## src/utf8d_pkg.sv

```systemverilog
package utf8d_pkg;

  localparam int unsigned QueueDepth = 4;

  localparam logic [20:0] CpReplacement = 21'h00FFFD;
  localparam logic [20:0] CpMax         = 21'h10FFFF;
  localparam logic [20:0] SurrogateLo   = 21'h00D800;
  localparam logic [20:0] SurrogateHi   = 21'h00DFFF;

  typedef enum logic [2:0] {
    KIND_CONT = 3'd0,
    KIND_LEN1 = 3'd1,
    KIND_LEN2 = 3'd2,
    KIND_LEN3 = 3'd3,
    KIND_LEN4 = 3'd4,
    KIND_BAD  = 3'd5
  } kind_e;

  typedef struct packed {
    logic [20:0] code_point;
    logic        is_error;
    logic [2:0]  bytes_covered;
    logic        run_end;
  } result_t;

  // One queue entry carries all results caused by one byte.
  typedef struct packed {
    result_t first;
    result_t second;
    logic    has_second;
  } entry_t;

endpackage

```

## src/utf8d_front.sv

```systemverilog
module utf8d_front (
  input  logic                clk_i,
  input  logic                rst_ni,
  input  logic                in_valid_i,
  output logic                in_stall_o,
  input  logic [7:0]          data_byte_i,
  input  logic                end_of_stream_i,
  input  logic                queue_full_i,
  output logic                push_o,
  output utf8d_pkg::entry_t   push_entry_o
);
  import utf8d_pkg::*;

  logic [20:0] acc_q, acc_d;
  logic [2:0]  exp_len_q, exp_len_d;
  logic [2:0]  seen_q, seen_d;

  kind_e       kind;
  logic        accept;
  logic        pending;
  logic [20:0] acc_ext;
  logic [2:0]  seen_inc;
  result_t     res_a, res_b;
  logic [1:0]  n_res;
  logic        fresh_res;
  result_t     fresh;

  function automatic result_t make_err(input logic [2:0] cov);
    result_t r;
    r.code_point    = CpReplacement;
    r.is_error      = 1'b1;
    r.bytes_covered = cov;
    r.run_end       = 1'b0;
    return r;
  endfunction

  function automatic result_t make_checked(input logic [20:0] val, input logic [2:0] len);
    result_t r;
    logic    bad;
    unique case (len)
      3'd1:    bad = (val > 21'h00007F);
      3'd2:    bad = (val < 21'h000080) || (val > 21'h0007FF);
      3'd3:    bad = (val < 21'h000800) || (val > 21'h00FFFF);
      3'd4:    bad = (val < 21'h010000) || (val > CpMax);
      default: bad = 1'b1;
    endcase
    bad = bad || ((val >= SurrogateLo) && (val <= SurrogateHi));
    r.code_point    = bad ? CpReplacement : val;
    r.is_error      = bad;
    r.bytes_covered = len;
    r.run_end       = 1'b0;
    return r;
  endfunction

  always_comb begin
    if (data_byte_i[7:6] == 2'b10)        kind = KIND_CONT;
    else if (!data_byte_i[7])             kind = KIND_LEN1;
    else if (data_byte_i[7:5] == 3'b110)  kind = KIND_LEN2;
    else if (data_byte_i[7:4] == 4'b1110) kind = KIND_LEN3;
    else if (data_byte_i[7:3] == 5'b11110) kind = KIND_LEN4;
    else                                  kind = KIND_BAD;
  end

  assign in_stall_o = queue_full_i;
  assign accept     = in_valid_i && !queue_full_i;
  assign pending    = (exp_len_q != 3'd0);
  assign acc_ext    = {acc_q[14:0], data_byte_i[5:0]};
  assign seen_inc   = seen_q + 3'd1;

  always_comb begin
    acc_d     = acc_q;
    exp_len_d = exp_len_q;
    seen_d    = seen_q;
    res_a     = make_err(3'd1);
    res_b     = make_err(3'd1);
    n_res     = 2'd0;
    fresh_res = 1'b0;
    fresh     = make_err(3'd1);
    if (pending && kind == KIND_CONT) begin
      acc_d  = acc_ext;
      seen_d = seen_inc;
      if (seen_inc >= exp_len_q) begin
        res_a     = make_checked(acc_ext, exp_len_q);
        n_res     = 2'd1;
        acc_d     = '0;
        exp_len_d = '0;
        seen_d    = '0;
      end else if (end_of_stream_i) begin
        res_a     = make_err(seen_inc);
        n_res     = 2'd1;
        acc_d     = '0;
        exp_len_d = '0;
        seen_d    = '0;
      end
    end else begin
      // Broken prefix first, then handle the byte itself.
      unique case (kind)
        KIND_CONT, KIND_BAD: begin
          fresh_res = 1'b1;
          fresh     = make_err(3'd1);
          acc_d     = '0;
          exp_len_d = '0;
          seen_d    = '0;
        end
        KIND_LEN1: begin
          fresh_res = 1'b1;
          fresh     = make_checked({13'd0, data_byte_i}, 3'd1);
          acc_d     = '0;
          exp_len_d = '0;
          seen_d    = '0;
        end
        KIND_LEN2, KIND_LEN3, KIND_LEN4: begin
          acc_d     = {13'd0, data_byte_i & (8'h7F >> kind)};
          exp_len_d = kind;
          seen_d    = 3'd1;
          if (end_of_stream_i) begin
            fresh_res = 1'b1;
            fresh     = make_err(3'd1);
            acc_d     = '0;
            exp_len_d = '0;
            seen_d    = '0;
          end
        end
        default: begin
          fresh_res = 1'b1;
          fresh     = make_err(3'd1);
        end
      endcase
      if (pending) begin
        res_a = make_err(seen_q);
        res_b = fresh;
        n_res = fresh_res ? 2'd2 : 2'd1;
      end else begin
        res_a = fresh;
        n_res = fresh_res ? 2'd1 : 2'd0;
      end
    end
    if (n_res == 2'd2) res_b.run_end = 1'b1;
    else               res_a.run_end = 1'b1;
  end

  assign push_o                  = accept && (n_res != 2'd0);
  assign push_entry_o.first      = res_a;
  assign push_entry_o.second     = res_b;
  assign push_entry_o.has_second = (n_res == 2'd2);

  always_ff @(posedge clk_i or negedge rst_ni) begin
    if (!rst_ni) begin
      acc_q     <= '0;
      exp_len_q <= '0;
      seen_q    <= '0;
    end else if (accept) begin
      acc_q     <= acc_d;
      exp_len_q <= exp_len_d;
      seen_q    <= seen_d;
    end
  end

endmodule

```

## src/utf8d_queue.sv

```systemverilog
module utf8d_queue #(
  parameter int unsigned Depth = utf8d_pkg::QueueDepth
) (
  input  logic              clk_i,
  input  logic              rst_ni,
  input  logic              push_i,
  input  utf8d_pkg::entry_t push_entry_i,
  output logic              full_o,
  input  logic              pop_i,
  output logic              empty_o,
  output utf8d_pkg::entry_t head_o
);
  import utf8d_pkg::*;

  localparam int unsigned PtrW = (Depth > 1) ? $clog2(Depth) : 1;
  localparam int unsigned CntW = $clog2(Depth + 1);
  localparam logic [PtrW-1:0] LastIdx = PtrW'(Depth - 1);
  localparam logic [CntW-1:0] FullCnt = CntW'(Depth);

  entry_t          slots_q [Depth];
  logic [PtrW-1:0] wr_ptr_q, wr_ptr_d;
  logic [PtrW-1:0] rd_ptr_q, rd_ptr_d;
  logic [CntW-1:0] count_q, count_d;
  logic            do_push, do_pop;

  assign full_o  = (count_q == FullCnt);
  assign empty_o = (count_q == '0);
  assign head_o  = slots_q[rd_ptr_q];
  assign do_push = push_i && !full_o;
  assign do_pop  = pop_i && !empty_o;

  always_comb begin
    wr_ptr_d = wr_ptr_q;
    rd_ptr_d = rd_ptr_q;
    count_d  = count_q;
    if (do_push) wr_ptr_d = (wr_ptr_q == LastIdx) ? '0 : wr_ptr_q + PtrW'(1);
    if (do_pop)  rd_ptr_d = (rd_ptr_q == LastIdx) ? '0 : rd_ptr_q + PtrW'(1);
    case ({do_push, do_pop})
      2'b10:   count_d = count_q + CntW'(1);
      2'b01:   count_d = count_q - CntW'(1);
      default: count_d = count_q;
    endcase
  end

  always_ff @(posedge clk_i or negedge rst_ni) begin
    if (!rst_ni) begin
      wr_ptr_q <= '0;
      rd_ptr_q <= '0;
      count_q  <= '0;
    end else begin
      wr_ptr_q <= wr_ptr_d;
      rd_ptr_q <= rd_ptr_d;
      count_q  <= count_d;
    end
  end

  always_ff @(posedge clk_i) begin
    if (do_push) slots_q[wr_ptr_q] <= push_entry_i;
  end

endmodule

```

## src/utf8d_back.sv

```systemverilog
module utf8d_back (
  input  logic               clk_i,
  input  logic               rst_ni,
  input  logic               empty_i,
  input  utf8d_pkg::entry_t  head_i,
  output logic               pop_o,
  output logic               out_valid_o,
  input  logic               out_stall_i,
  output utf8d_pkg::result_t out_res_o
);
  import utf8d_pkg::*;

  logic    out_valid_q, out_valid_d;
  result_t out_res_q, out_res_d;
  logic    second_q, second_d;
  logic    load;
  result_t pick;
  logic    last_of_entry;

  assign load          = !out_valid_q || !out_stall_i;
  assign pick          = second_q ? head_i.second : head_i.first;
  assign last_of_entry = second_q || !head_i.has_second;

  always_comb begin
    out_valid_d = out_valid_q;
    out_res_d   = out_res_q;
    second_d    = second_q;
    pop_o       = 1'b0;
    if (load) begin
      out_valid_d = !empty_i;
      if (!empty_i) begin
        out_res_d = pick;
        // advance to the second result or retire the entry
        if (last_of_entry) begin
          pop_o    = 1'b1;
          second_d = 1'b0;
        end else begin
          second_d = 1'b1;
        end
      end
    end
  end

  always_ff @(posedge clk_i or negedge rst_ni) begin
    if (!rst_ni) begin
      out_valid_q <= 1'b0;
      second_q    <= 1'b0;
    end else begin
      out_valid_q <= out_valid_d;
      second_q    <= second_d;
    end
  end

  always_ff @(posedge clk_i) begin
    out_res_q <= out_res_d;
  end

  assign out_valid_o = out_valid_q;
  assign out_res_o   = out_res_q;

endmodule

```

## src/utf8_stream_decoder_unit.sv

```systemverilog
// UTF-8 stream decoder: one byte in, zero to two code points out.
// Input channel: in_valid_i / in_stall_o with data_byte_i and end_of_stream_i;
// a byte transfers at a clock edge where in_valid_i is high and in_stall_o low.
// Output channel: out_valid_o / out_stall_i with code_point_o, is_error_o,
// bytes_covered_o and run_end_o; run_end_o marks the last result of a byte.
// The front classifies each byte and updates the partial sequence in the
// cycle of its transfer, pushing its results into a small queue; the back
// drains the queue into an output register, one result per cycle when not stalled.
// Throughput: one byte per cycle on input while in_stall_o is low, one
// result per cycle on output while out_stall_i is low. A byte that breaks
// a pending sequence can yield two results, which leave in turn; the queue
// (QueueDepth entries) absorbs this.
// Stall: with out_stall_i high the output holds; once the queue is full
// in_stall_o rises until the back retires an entry.
// Reset clears the partial sequence, the queue and the output valid.
module utf8_stream_decoder_unit #(
  parameter int unsigned QueueDepth = utf8d_pkg::QueueDepth
) (
  input  logic        clk_i,
  input  logic        rst_ni,
  input  logic        in_valid_i,
  output logic        in_stall_o,
  input  logic [7:0]  data_byte_i,
  input  logic        end_of_stream_i,
  output logic        out_valid_o,
  input  logic        out_stall_i,
  output logic [20:0] code_point_o,
  output logic        is_error_o,
  output logic [2:0]  bytes_covered_o,
  output logic        run_end_o
);
  import utf8d_pkg::*;

  logic    push, full, pop, empty;
  entry_t  push_entry, head;
  result_t out_res;

  utf8d_front u_front (
    .clk_i           (clk_i),
    .rst_ni          (rst_ni),
    .in_valid_i      (in_valid_i),
    .in_stall_o      (in_stall_o),
    .data_byte_i     (data_byte_i),
    .end_of_stream_i (end_of_stream_i),
    .queue_full_i    (full),
    .push_o          (push),
    .push_entry_o    (push_entry)
  );

  utf8d_queue #(
    .Depth (QueueDepth)
  ) u_queue (
    .clk_i        (clk_i),
    .rst_ni       (rst_ni),
    .push_i       (push),
    .push_entry_i (push_entry),
    .full_o       (full),
    .pop_i        (pop),
    .empty_o      (empty),
    .head_o       (head)
  );

  utf8d_back u_back (
    .clk_i       (clk_i),
    .rst_ni      (rst_ni),
    .empty_i     (empty),
    .head_i      (head),
    .pop_o       (pop),
    .out_valid_o (out_valid_o),
    .out_stall_i (out_stall_i),
    .out_res_o   (out_res)
  );

  assign code_point_o    = out_res.code_point;
  assign is_error_o      = out_res.is_error;
  assign bytes_covered_o = out_res.bytes_covered;
  assign run_end_o       = out_res.run_end;

endmodule

```

## config.mk

```make
export PLATFORM = sky130hd
export DESIGN_NAME = utf8_stream_decoder_unit
export DESIGN_NICKNAME = d
export VERILOG_FILES = /design/src/utf8d_pkg.sv /design/src/utf8d_front.sv /design/src/utf8d_queue.sv /design/src/utf8d_back.sv /design/src/utf8_stream_decoder_unit.sv
export SDC_FILE = /design/constraint.sdc
export NUM_CORES = 1
export LEC_CHECK = 0
export BUFFER_PORTS_ARGS = -buffer_cell sky130_fd_sc_hd__buf_2
export CELL_PAD_IN_SITES_DETAIL_PLACEMENT = 0
export CELL_PAD_IN_SITES_GLOBAL_PLACEMENT = 2
export CORE_MARGIN = 1.5
export CORE_UTILIZATION = 30
export CTS_BUF_LIST = sky130_fd_sc_hd__clkbuf_2 sky130_fd_sc_hd__clkbuf_4 sky130_fd_sc_hd__clkbuf_8
export DETAILED_ROUTE_END_ITERATION = 12
export GPL_TIMING_DRIVEN = 0
export PLACE_DENSITY = 0.67
export SLEW_MARGIN = 20
export SYNTH_ARGS = -nofsm -noshare
export SYNTH_HDL_FRONTEND = slang
export SYNTH_SLANG_ARGS = --single-unit
```

## constraint.sdc

```tcl
create_clock -name clk_i -period 3.7 [get_ports clk_i]
set_input_delay 0 -clock clk_i [delete_from_list [all_inputs] [get_ports clk_i]]
set_output_delay 0 -clock clk_i [all_outputs]
set_load 0.005 [all_outputs]
```

==> results of run 1 <==
what timing repair did:
item / CTS / global route
hold buffers: 13 / 0
endpoints found under the hold margin: 85 / 0
setup buffers: 0 / 0
sequential cells by signal (all words and copies together) (netlist names):
name                cells
u_queue.slots_q       144
u_back.out_res_o       26
u_front.acc_q          15
u_front.exp_len_q       3
u_front.seen_q          3
u_queue.count_q         3
u_queue.rd_ptr_q        2
u_queue.wr_ptr_q        2
u_back.out_valid_o      1
u_back.second_q         1
power breakdown:
group          leakage [nW]  internal, mW  total, mW  switching (mW)
clock                 0.177         0.480       1.26           0.780
sequential             1.88          3.08       3.22           0.147
combinational          1.21         0.866       2.01            1.14
total                  3.27          4.42       6.49            2.07
worst max-delay path, cell delays in order, from the launching register on:
cell	delay, ns
dfrtp_1	0.45
ha_1	0.23
xor2_1	0.17
ha_1	0.30
nand2_1	0.05
o21ai_1	0.45
or3_4	0.26
nor3b_4	0.33
and2_2	0.60
buf_16	0.25
area by class of cell:
| type | instances | area, µm² | share of cell area |
|---|---|---|---|
| Inverter | 17 | 66.31 | 0.007028 |
| Buffer | 18 | 86.33 | 0.009150 |
| Clock inverter | 14 | 112.6 | 0.01193 |
| Multi-Input combinational cell | 253 | 2221 | 0.2354 |
| Timing Repair Buffer | 57 | 432.9 | 0.04588 |
| Clock buffer | 17 | 234.0 | 0.02480 |
| Tap cell | 341 | 426.7 | 0.04522 |
| Sequential cell | 200 | 5856 | 0.6206 |
per-stage QoR:
| stage | power [mW] | util | worst slack, ns | setup TNS [ns] |
|---|---|---|---|---|
| 3_3_place_gp | 5.227 | 0.3284 | -0.6742 | -93.65 |
| 4_1_cts | 6.630 | 0.3501 | 0.2626 | 0 |
| 3_5_place_dp | 5.358 | 0.3324 | 0.2802 | 0 |
| 5_1_grt | 6.920 | 0.3501 | 0.06140 | 0 |
| 2_1_floorplan | 4.569 | - | 0.4553 | 0 |
| 6_report | 6.492 | 0.3501 | 0.2918 | 0 |
worst max path at each step:
stage / endpoint / from / slack (ns) / cells past startpoint
floorplan: u_queue.slots_q[3][10]$_DFFE_PP_ / u_front.seen_q[0]$_DFFE_PN0P_ / 0.46 / 8
global placement: u_queue.slots_q[0][42]$_DFFE_PP_ / u_front.seen_q[0]$_DFFE_PN0P_ / -0.67 / 8
detailed placement: u_queue.slots_q[3][43]$_DFFE_PP_ / u_front.seen_q[0]$_DFFE_PN0P_ / 0.28 / 9
CTS: u_queue.slots_q[3][12]$_DFFE_PP_ / u_front.seen_q[0]$_DFFE_PN0P_ / 0.26 / 9
global route: u_queue.count_q[2]$_DFFE_PN0P_ / u_front.seen_q[0]$_DFFE_PN0P_ / 0.06 / 14
finish: u_queue.slots_q[3][29]$_DFFE_PP_ / u_front.seen_q[0]$_DFFE_PN0P_ / 0.29 / 9
placed cells by master, fill, tap and decap left out, types with 2 or more instances in the layout:
cell,Yosys,final
nand2b_1,2,2
and2_2,1,5
buf_16,0,3
inv_1,16,15
buf_1,3,3
dlygate4sd3_1,0,13
ha_1,11,11
a21oi_1,15,15
or4_1,2,2
clkbuf_1,7,7
edfxtp_1,170,170
or3_1,6,6
nor4_1,3,3
nor3_1,3,3
xor2_1,3,3
and2_1,15,11
inv_6,0,6
clkinv_4,0,2
inv_8,0,2
o21ai_0,7,7
nor2b_1,2,2
nand3_1,3,3
mux2_2,9,9
clkbuf_8,0,17
clkinv_1,0,2
a32o_1,2,2
nand2_1,71,71
dfrtp_1,30,30
buf_2,6,46
nor2_1,19,19
a22o_1,14,14
mux4_2,36,36
metal layers:
metal,vias to the layer above,share of wire,GRT usage
met5,-,0,0
met4,0,0.0085,0.04620
met3,6,0.041,0.02619
met2,92,0.52,0.2250
met1,2200,0.43,0.1690
li1,2035,-,-
cells by family (layout without fill, tap and decap cells):
kind of cell / count (synthesis) / in the layout
AO/OA/AOI/OAI: 50 / 50
XOR/XNOR: 4 / 4
adder cells (fa/ha/maj): 12 / 12
buffers and inverters: 35 / 123
flip-flops: 200 / 200
multiplexers: 45 / 45
AND/OR/NAND/NOR: 142 / 142
==> impl_results.md, run 1 <==
* Post-Synth Simple-Gate Area at 0.08733
* Slew Limit Headroom at 0.4261
* DRT antenna net count at 0
* Crit end category: register
* Synth Area in Adders at 0.01917
* Fmax at 0.2934 GHz
* Vias in the first global route at 4745
* Synthesized flop and latch total at 200
* Hold Path End: u_front.acc_q[4]$_DFFE_PN0P_
* R2R Path Start: u_front.seen_q[0]$_DFFE_PN0P_
* Top-count cell post-synth: edfxtp_1
* Initial Utilization at 0.3052
* CTS H-Tree Depth at 4
* R2R setup slack at just under 0.3 ns
* Worst vdd ir at between 0.2 and 0.25 mV
* Crit-path max FO at 20
* DR iter-0 viols at a little under 300
* Required time of the critical path at between 3 and 4 ns
* Reg2Reg Depth at 9
* CTS resizes at 0
* Fin Hold WS at 0.08368 ns
* DRC Markers at 0
* Fillers at 2548
* Max-slew violations at 0
* Die Span Y at 168.6 µm
* P&R area growth vs syn at 14.73%
* Period utilization at 0.9211
* Worst Hold Launch: data_byte_i[7]
* GP Congestion at between 0.7 and 0.8
* Slew @ Worst Pin at 0.8608 ns
* Via density at 4.725
* Crit start category: register
* Mux cell area share after synthesis at 0.1109
* Post-synthesis cell count at 488
* Mapped cell area at between 8000 and 9000 µm²
* Wire length per cell at between 15 and 20 µm
* IO Count at 41
* DRT Wirelength at 17700 µm
* Final Skew at 0.01582 ns
* Core ar. at 26950 µm²
* Port Buffers at 40
* Initial DRT Pass Iterations at 4
* Dominant synthesized flop cell: edfxtp_1
* # rows at 60
* RSZ-0062 raised after global routing: false
* Clock latency on the worst-skew pair at 0.45 ns
* Tightest Hold Check Type: in2reg
* Die width at between 150 and 200 µm
* FF-to-FF End: u_queue.slots_q[3][29]$_DFFE_PP_
* WHS Path Cells at 3
* Final Hold Vio Count at 0
* Synth top area share at 0.6207
* Syn Area/Cell at approximately 17 µm²
* Aggregate global routing overflow at 0
* Diode count at 0
* Area after DPL at 8959 µm²
* Layout Nets at 589
* Initial antenna violation count at 0
* Status: finished, final reports clean
* Setup Viol. Count Final at 0
* Crit path DAT at 3.56 ns
* Clock buffer depth at 2
* XOR/XNOR Fraction of Synth Area at 0.004260
* Synth cell types at 57
* Die footprint at ~28000 µm²
* Lkg Pwr at 3.266 nW
* Fraction of layout cells with a size suffix above 1 at 0.2569
* Critical path type: reg2reg
* Routed via count at ~4300
* HPWL Detailed at 12010 µm
* CTS root buf: clkbuf_8
* Largest net degree at the start of global routing at 31
* Top post-synthesis cells by count: edfxtp_1 (170), nand2_1 (71), mux4_2 (36), dfrtp_1 (30), nor2_1 (19)
* Num CTS Buffers at 17
* Register area share after synthesis at 0.7120
* GRT Util Overall at 0.1323
* Dpl cells at 873
* Clk sink count at 200
* Synth area leader: edfxtp_1
* Area contributors post-synth: edfxtp_1 (62%), mux4_2 (9.9%), dfrtp_1 (9.1%)
* Cell Pwr Density at roughly 690 nW/µm²
* Post-layout minimum cycle time at 3.408 ns
* Async SR Flop Fraction at 0.1500
* First-pass GRT wire length at 27610 µm
* Compound-Gate Fraction of Synth Area at 0.04777
* Max-capacitance violation count at 0
* Largest family of logic cells by synthesized area: multiplexers
* Mapped Nets at 513
* Count of non-filler cells in the finished layout at between 900 and 1000
* Warnings from Yosys at 0
* Final instance area at approximately 9400 µm²
* Post-synth EDFFs at 170
* Clock transition at the registers of the reported paths at about 0.1 ns
* TritonCTS clock tree: yes
Power figures use the tool's default switching activity.
==> run 2: changes to the inputs <==
--- a/config.mk
+++ b/config.mk
@@ -7,4 +7,5 @@
 export LEC_CHECK = 0
 export BUFFER_PORTS_ARGS = -buffer_cell sky130_fd_sc_hd__buf_2
+export CAP_MARGIN = 20
 export CELL_PAD_IN_SITES_DETAIL_PLACEMENT = 0
 export CELL_PAD_IN_SITES_GLOBAL_PLACEMENT = 2
@@ -14,4 +15,5 @@
 export DETAILED_ROUTE_END_ITERATION = 12
 export GPL_TIMING_DRIVEN = 0
+export HOLD_SLACK_MARGIN = 0.1
 export PLACE_DENSITY = 0.67
 export SLEW_MARGIN = 20
==> constraint.sdc (replaced) <==
create_clock -name clk_i -period 3.7 [get_ports clk_i]
set_input_delay 0.555 -clock clk_i [delete_from_list [all_inputs] [get_ports clk_i]]
set_output_delay 0.555 -clock clk_i [all_outputs]
set_load 0.005 [all_outputs]
==> impl_results.md, run 2 (synthesis results as in run 1) <==
* Fraction of layout cells with a size suffix above 1 at 0.2660 (was 0.2569)
* Initial DRT Pass Iterations at 5 (was 4)
* DRT Wirelength at 17640 µm (was 17700 µm)
* Slew @ Worst Pin at 0.9026 ns (was 0.8608 ns)
* Setup TNS Final at 0 ns (unchanged)
* Reg area at 5856 µm² (unchanged)
* Die width at 168.6 µm (unchanged)
* DR iter-0 viols at 387 (was 298)
* RSZ-0062 raised after global routing: false (unchanged)
* Clock latency on the worst-skew pair at 0.47 ns (was 0.45 ns)
* P&R area growth vs syn at 13.45% (was 14.73%)
* Hold-fix buffers at CTS at 0 (was 13)
* Lkg Pwr at 3.223 nW (was 3.266 nW)
* Post-layout minimum cycle time at 3.400 ns (was 3.408 ns)
* Die footprint at 28420 µm² (unchanged)
* Required time of the critical path at 3.87 ns (was 3.85 ns)
* Clock buffer depth at 2 (unchanged)
* Fmax at 0.2941 GHz (was 0.2934 GHz)
* # rows at 60 (unchanged)
* Pwr Total at 6.518 mW (was 6.492 mW)
* GRT Util Overall at 0.1333 (was 0.1323)
* P_sw at 2.083 mW (was 2.069 mW)
* Most common cell after layout, fill and taps aside: edfxtp_1 (unchanged)
* Diode count at 0 (unchanged)
* Area after DPL at 8974 µm² (was 8959 µm²)
* Core ar. at 26950 µm² (unchanged)
* Wire length per cell at 19.50 µm (was 19.30 µm)
* First-pass GRT wire length at 27860 µm (was 27610 µm)
* Final instance area at 9330 µm² (was 9435 µm²)
* Port Buffers at 40 (unchanged)
* Initial Utilization at 0.3052 (unchanged)
* Num CTS Buffers at 17 (unchanged)
* Worst vdd ir at 0.2048 mV (was 0.2420 mV)
* GRT Max-Usage Layer: met2 (unchanged)
* Reg2Reg Depth at 9 (unchanged)
* TritonCTS clock tree: yes (unchanged)
* Max-capacitance violation count at 0 (unchanged)
* Vias in the first global route at 4805 (was 4745)
* IO Count at 41 (unchanged)
* Final core occ at 0.3462 (was 0.3501)
* Via density at 4.744 (was 4.725)
* GP Congestion at 0.7608 (unchanged)
* Crit path DAT at 3.57 ns (was 3.56 ns)
* Routed via count at 4293 (was 4333)
* Slew Limit Headroom at 0.3983 (was 0.4261)
* DRC Markers at 0 (unchanged)
* Max-slew violations at 0 (unchanged)
* Critical path type: reg2reg (unchanged)
* Die Span Y at 168.6 µm (unchanged)
* Clock transition at the registers of the reported paths at 0.11 ns (was 0.10 ns)
* Net switching share of the total power at 0.3196 (was 0.3186)
* Setup Viol. Count Final at 0 (unchanged)
* Multi-input gate area at 2221 µm² (unchanged)
* Met2 global-route usage at 0.2280 (was 0.2250)
* Comb power frac at 0.309 (about the same)
* Status: finished, final reports clean (unchanged)
* Met3 usage at 0.02876 (was 0.02619)
* DRT antenna net count at 0 (unchanged)
* Largest net degree at the start of global routing at 31 (unchanged)
* Reg power frac at 0.494 (was 0.497)
* Crit-path max FO at 20 (unchanged)
* Clk sink count at 200 (unchanged)
* CTS H-Tree Depth at 4 (unchanged)
* P_int at 4.435 mW (was 4.423 mW)
* Clock power share at 0.196 (was 0.194)
* Global-route track usage on met1 at 0.1673 (was 0.1690)
* Tightest Hold Check Type: in2async (was in2reg)
* Layout Nets at 577 (was 589)
* CTS root buf: clkbuf_8 (unchanged)
* Crit end category: register (unchanged)
* Number of flip-flops under the largest register name at 144 (unchanged)
* Final Skew at 0.02118 ns (was 0.01582 ns)
* Final Hold Vio Count at 0 (unchanged)
* Fillers at 2536 (was 2548)
* Most frequent cells in the layout: edfxtp_1 (170), nand2_1 (71), buf_2 (46), mux4_2 (36), dfrtp_1 (30) (unchanged)
* Most flop-heavy register: u_queue.slots_q (unchanged)
* Cell Pwr Density at 698.6 nW/µm² (was 688.0 nW/µm²)
* Initial antenna violation count at 0 (unchanged)
* Fin Hold WS at 0.1338 ns (was 0.08368 ns)
* Aggregate global routing overflow at 0 (unchanged)
* HPWL Detailed at 12120 µm (was 12010 µm)
* CTS resizes at 0 (unchanged)
* Crit start category: register (unchanged)
* Period utilization at 0.9190 (was 0.9211)
* Post-CTS Setup Bufs at 0 (unchanged)
-- run 2: power groups by stage --
stage	clock [mW]	sequential, mW	combinational (mW)
floorplan	0	3.27	1.30
global placement	0	3.28	1.95
detailed placement	0	3.28	2.08
CTS	1.32	3.23	2.09
global route	1.41	3.27	2.26
finish	1.28	3.22	2.02
-- run 2: cell type report --
type | count | area share
clock buffer | 18 | 0.02588
multi-input combinational | 253 | 0.2380
sequential | 200 | 0.6276
tap | 341 | 0.04573
buffer | 18 | 0.009253
timing repair buffer | 45 | 0.03406
clock inverter | 13 | 0.01234
inverter | 17 | 0.007107
-- run 2: through the flow --
step / worst slack (ns) / std cells
4_1_cts: 0.2720 / 905
3_3_place_gp: -0.6742 / 869
5_1_grt: 0.08796 / 905
3_5_place_dp: 0.3068 / 874
6_report: 0.2999 / 905
2_1_floorplan: 0.4553 / 488
-- run 2: final timing paths --
| kind | startpoint | end | slack (ns) |
|---|---|---|---|
| setup / recovery | u_front.seen_q[0]$_DFFE_PN0P_ | u_queue.slots_q[3][29]$_DFFE_PP_ | 0.30 |
| hold / removal | rst_ni | u_queue.wr_ptr_q[1]$_DFFE_PN0P_ | 0.13 |
| setup reg to reg | u_front.seen_q[0]$_DFFE_PN0P_ | u_queue.slots_q[3][29]$_DFFE_PP_ | 0.30 |
| hold reg to reg | u_queue.count_q[2]$_DFFE_PN0P_ | u_queue.count_q[2]$_DFFE_PN0P_ | 0.52 |
| max in group asynchronous | rst_ni | u_front.acc_q[6]$_DFFE_PN0P_ | 3.09 |
| min in group clk_i | out_stall_i | u_back.out_valid_o$_DFFE_PN0N_ | 0.29 |
-- run 2: layer usage --
layer	vias up	share of wire
met3	18	0.031
li1	2000	-
met2	74	0.51
met4	0	0.018
met5	-	0
met1	2201	0.44
-- run 2: worst max-delay path: stages, from the launching register on --
cell and delay [ns]:
dfrtp_1 0.45, ha_1 0.23, xor2_1 0.17, ha_1 0.31, nand2_1 0.05, o21ai_1 0.44, or3_4 0.26, nor3b_4 0.33
and2_2 0.60, buf_16 0.25
==> run 3: changes to the inputs <==
- CTS_CLUSTER_DIAMETER: unset -> 40
- PLACE_DENSITY: 0.67 -> unset
- PLACE_DENSITY_LB_ADDON: unset -> 0.1
- RECOVER_POWER: unset -> 50
==> impl_results.md, run 3 (synthesis results as in run 1) <==
* Via density at 4.816 (was 4.744)
* Wire length per cell at 21.30 µm (was 19.50 µm)
* Reg power frac at 0.493 (was 0.494)
* GRT Util Overall at 0.1430 (was 0.1333)
* WHS Path Cells at 3
* Status: complete, but fails checks (was finished, final reports clean)
* CTS H-Tree Depth at 4 (unchanged)
* Post-CTS Setup Bufs at 0 (unchanged)
* Hold-fix buffers at CTS at 0 (unchanged)
* Aggregate global routing overflow at 0 (unchanged)
* GP Congestion at 0.7356 (was 0.7608)
* Diode count at 0 (unchanged)
* Crit start category: register (unchanged)
* DRT antenna net count at 0 (unchanged)
* Multi-input gate area at 2212 µm² (was 2221 µm²)
* Period utilization at 0.9270 (was 0.9190)
* Worst vdd ir at 0.4617 mV (was 0.2048 mV)
* Clock transition at the registers of the reported paths at 0.11 ns (about the same)
* Crit end category: register (unchanged)
* Most frequent cells in the layout: edfxtp_1 (170), nand2_1 (72), mux4_2 (36), buf_2 (31), dfrtp_1 (30) (was edfxtp_1 (170), nand2_1 (71), buf_2 (46), mux4_2 (36), dfrtp_1 (30))
* Number of flip-flops under the largest register name at 144 (unchanged)
* # rows at 60 (unchanged)
* Reg2Reg Depth at 8 (was 9)
* IO Count at 41 (unchanged)
* Reg area at 5856 µm² (unchanged)
* Setup Viol. Count Final at 0 (unchanged)
* Slew @ Worst Pin at 1.864 ns (was 0.9026 ns)
* HPWL Detailed at 11970 µm (was 12120 µm)
* P&R area growth vs syn at 11.76% (was 13.45%)
* Post-layout minimum cycle time at 3.430 ns (was 3.400 ns)
* P_int at 4.386 mW (was 4.435 mW)
* TritonCTS clock tree: yes (unchanged)
* Dpl cells at 869 (was 874)
* R2R Path Start: u_front.seen_q[0]$_DFFE_PN0P_ (unchanged)
* Fillers at 2610 (was 2536)
* Fraction of layout cells with a size suffix above 1 at 0.2250 (was 0.2660)
* Net switching share of the total power at 0.3300 (was 0.3196)
* Clock latency on the worst-skew pair at 0.47 ns (about the same)
* Num CTS Buffers at 17 (unchanged)
* Required time of the critical path at 3.80 ns (was 3.87 ns)
* Fmax at 0.2916 GHz (was 0.2941 GHz)
* Slew Limit Headroom at -0.2428 (was 0.3983)
* Critical path type: reg2reg (unchanged)
* DR iter-0 viols at 255 (was 387)
* Max-capacitance violation count at 1 (was 0)
* Clock power share at 0.209 (was 0.196)
* Initial Utilization at 0.3052 (unchanged)
* DRT Wirelength at 19200 µm (was 17640 µm)
* Final core occ at 0.3410 (was 0.3462)
* Worst Hold Launch: out_stall_i
* Clock buffer depth at 2 (unchanged)
* Die footprint at 28420 µm² (unchanged)
* Cell Pwr Density at 712.2 nW/µm² (was 698.6 nW/µm²)
* FF-to-FF End: u_queue.slots_q[1][33]$_DFFE_PP_ (was u_queue.slots_q[3][29]$_DFFE_PP_)
* RSZ-0062 raised after global routing: false (unchanged)
* Layout Nets at 572 (was 577)
* Final Hold Vio Count at 0 (unchanged)
* Hold Path End: u_back.out_valid_o$_DFFE_PN0N_
* DRC Markers at 0 (unchanged)
* First-pass GRT wire length at 29020 µm (was 27860 µm)
* Violated checks: capacitance limit, slew limit
* P_sw at 2.160 mW (was 2.083 mW)
* Core ar. at 26950 µm² (unchanged)
* Die width at 168.6 µm (unchanged)
* Routed via count at 4339 (was 4293)
* Final Skew at 0.02232 ns (was 0.02118 ns)
* Tightest Hold Check Type: in2reg (was in2async)
* Clk sink count at 200 (unchanged)
* CTS root buf: clkbuf_8 (unchanged)
* Count of non-filler cells in the finished layout at 901 (was 905)
* Vias in the first global route at 4577 (was 4805)
* Crit-path max FO at 36 (was 20)
* Initial DRT Pass Iterations at 5 (unchanged)
* Largest net degree at the start of global routing at 37 (was 31)
* CTS resizes at 0 (unchanged)
* Comb power frac at 0.298 (was 0.309)
* R2R setup slack at 0.27 ns (was 0.30 ns)
* Max-slew violations at 31 (was 0)
* Initial antenna violation count at 0 (unchanged)
* Lkg Pwr at 3.136 nW (was 3.223 nW)
* Port Buffers at 40 (unchanged)
* Most common cell after layout, fill and taps aside: edfxtp_1 (unchanged)
* Most flop-heavy register: u_queue.slots_q (unchanged)
* Crit path DAT at 3.53 ns (was 3.57 ns)
* Die Span Y at 168.6 µm (unchanged)
[run 3: cell types whose count changed in the layout (fill, tap and decap cells not counted), sizes merged]
cell | before | now
inv | 23 | 27
clkinvlp | 2 | 0
clkinv | 5 | 3
buf | 56 | 33
clkbuf | 25 | 44
[run 3: stage by stage]
| step | hold slack [ns] | cell area, µm² | setup WS (ns) | power [mW] | TNS, ns |
|---|---|---|---|---|---|
| 3_3_place_gp | 0.4951 | 8851 | -0.8947 | 5.317 | -127.51 |
| 4_1_cts | 0.1329 | 9235 | 0.2311 | 6.727 | 0 |
| 3_5_place_dp | 0.4931 | 8861 | 0.2815 | 5.355 | 0 |
| 6_report | 0.2967 | 9191 | 0.2701 | 6.546 | 0 |
| 5_1_grt | 0.2801 | 9191 | 0.04422 | 6.975 | 0 |
| 2_1_floorplan | 0.2594 | 8224 | 0.4553 | 4.569 | 0 |
[run 3: how the worst max path moves through the flow]
| stage | from | to | cells past startpoint |
|---|---|---|---|
| floorplan | u_front.seen_q[0]$_DFFE_PN0P_ | u_queue.slots_q[3][10]$_DFFE_PP_ | 8 |
| global placement | u_front.seen_q[0]$_DFFE_PN0P_ | u_queue.slots_q[1][41]$_DFFE_PP_ | 8 |
| detailed placement | u_front.seen_q[0]$_DFFE_PN0P_ | u_queue.slots_q[1][44]$_DFFE_PP_ | 8 |
| CTS | u_front.seen_q[0]$_DFFE_PN0P_ | u_queue.slots_q[3][35]$_DFFE_PP_ | 8 |
| global route | u_front.seen_q[0]$_DFFE_PN0P_ | u_queue.slots_q[1][33]$_DFFE_PP_ | 8 |
| finish | u_front.seen_q[0]$_DFFE_PN0P_ | u_queue.slots_q[1][33]$_DFFE_PP_ | 8 |
[run 3: power groups by stage]
stage / clock network [mW] / logic, mW / registers (mW)
2_1_floorplan: 0 / 1.30 / 3.27
3_3_place_gp: 0 / 2.04 / 3.28
3_5_place_dp: 0 / 2.07 / 3.28
4_1_cts: 1.42 / 2.07 / 3.23
5_1_grt: 1.51 / 2.19 / 3.27
6_report: 1.37 / 1.95 / 3.23
[run 3: worst max-delay path, stage by stage, from the launching register on]
cell	delay (ns)
dfrtp_1	0.47
ha_1	0.24
xor2_1	0.17
ha_1	0.31
nand2_1	0.05
o21ai_1	0.50
or3_4	0.27
nor3b_4	0.37
and2_4	0.65
[run 3: cell type report]
type                       instances  share of cell area
sequential                       200              0.6371
multi-input combinational        253              0.2407
tap                              341             0.04642
clock buffer                      19             0.02709
timing repair buffer              40             0.01987
clock inverter                    13             0.01361
buffer                            18            0.008032
inverter                          17            0.007215
[run 3: layer usage]
layer  track usage  routed length (µm)
met1        0.1940                9016
met2        0.2358                9557
met3       0.02736                 519
met4       0.03882                 102
met5             0                   0
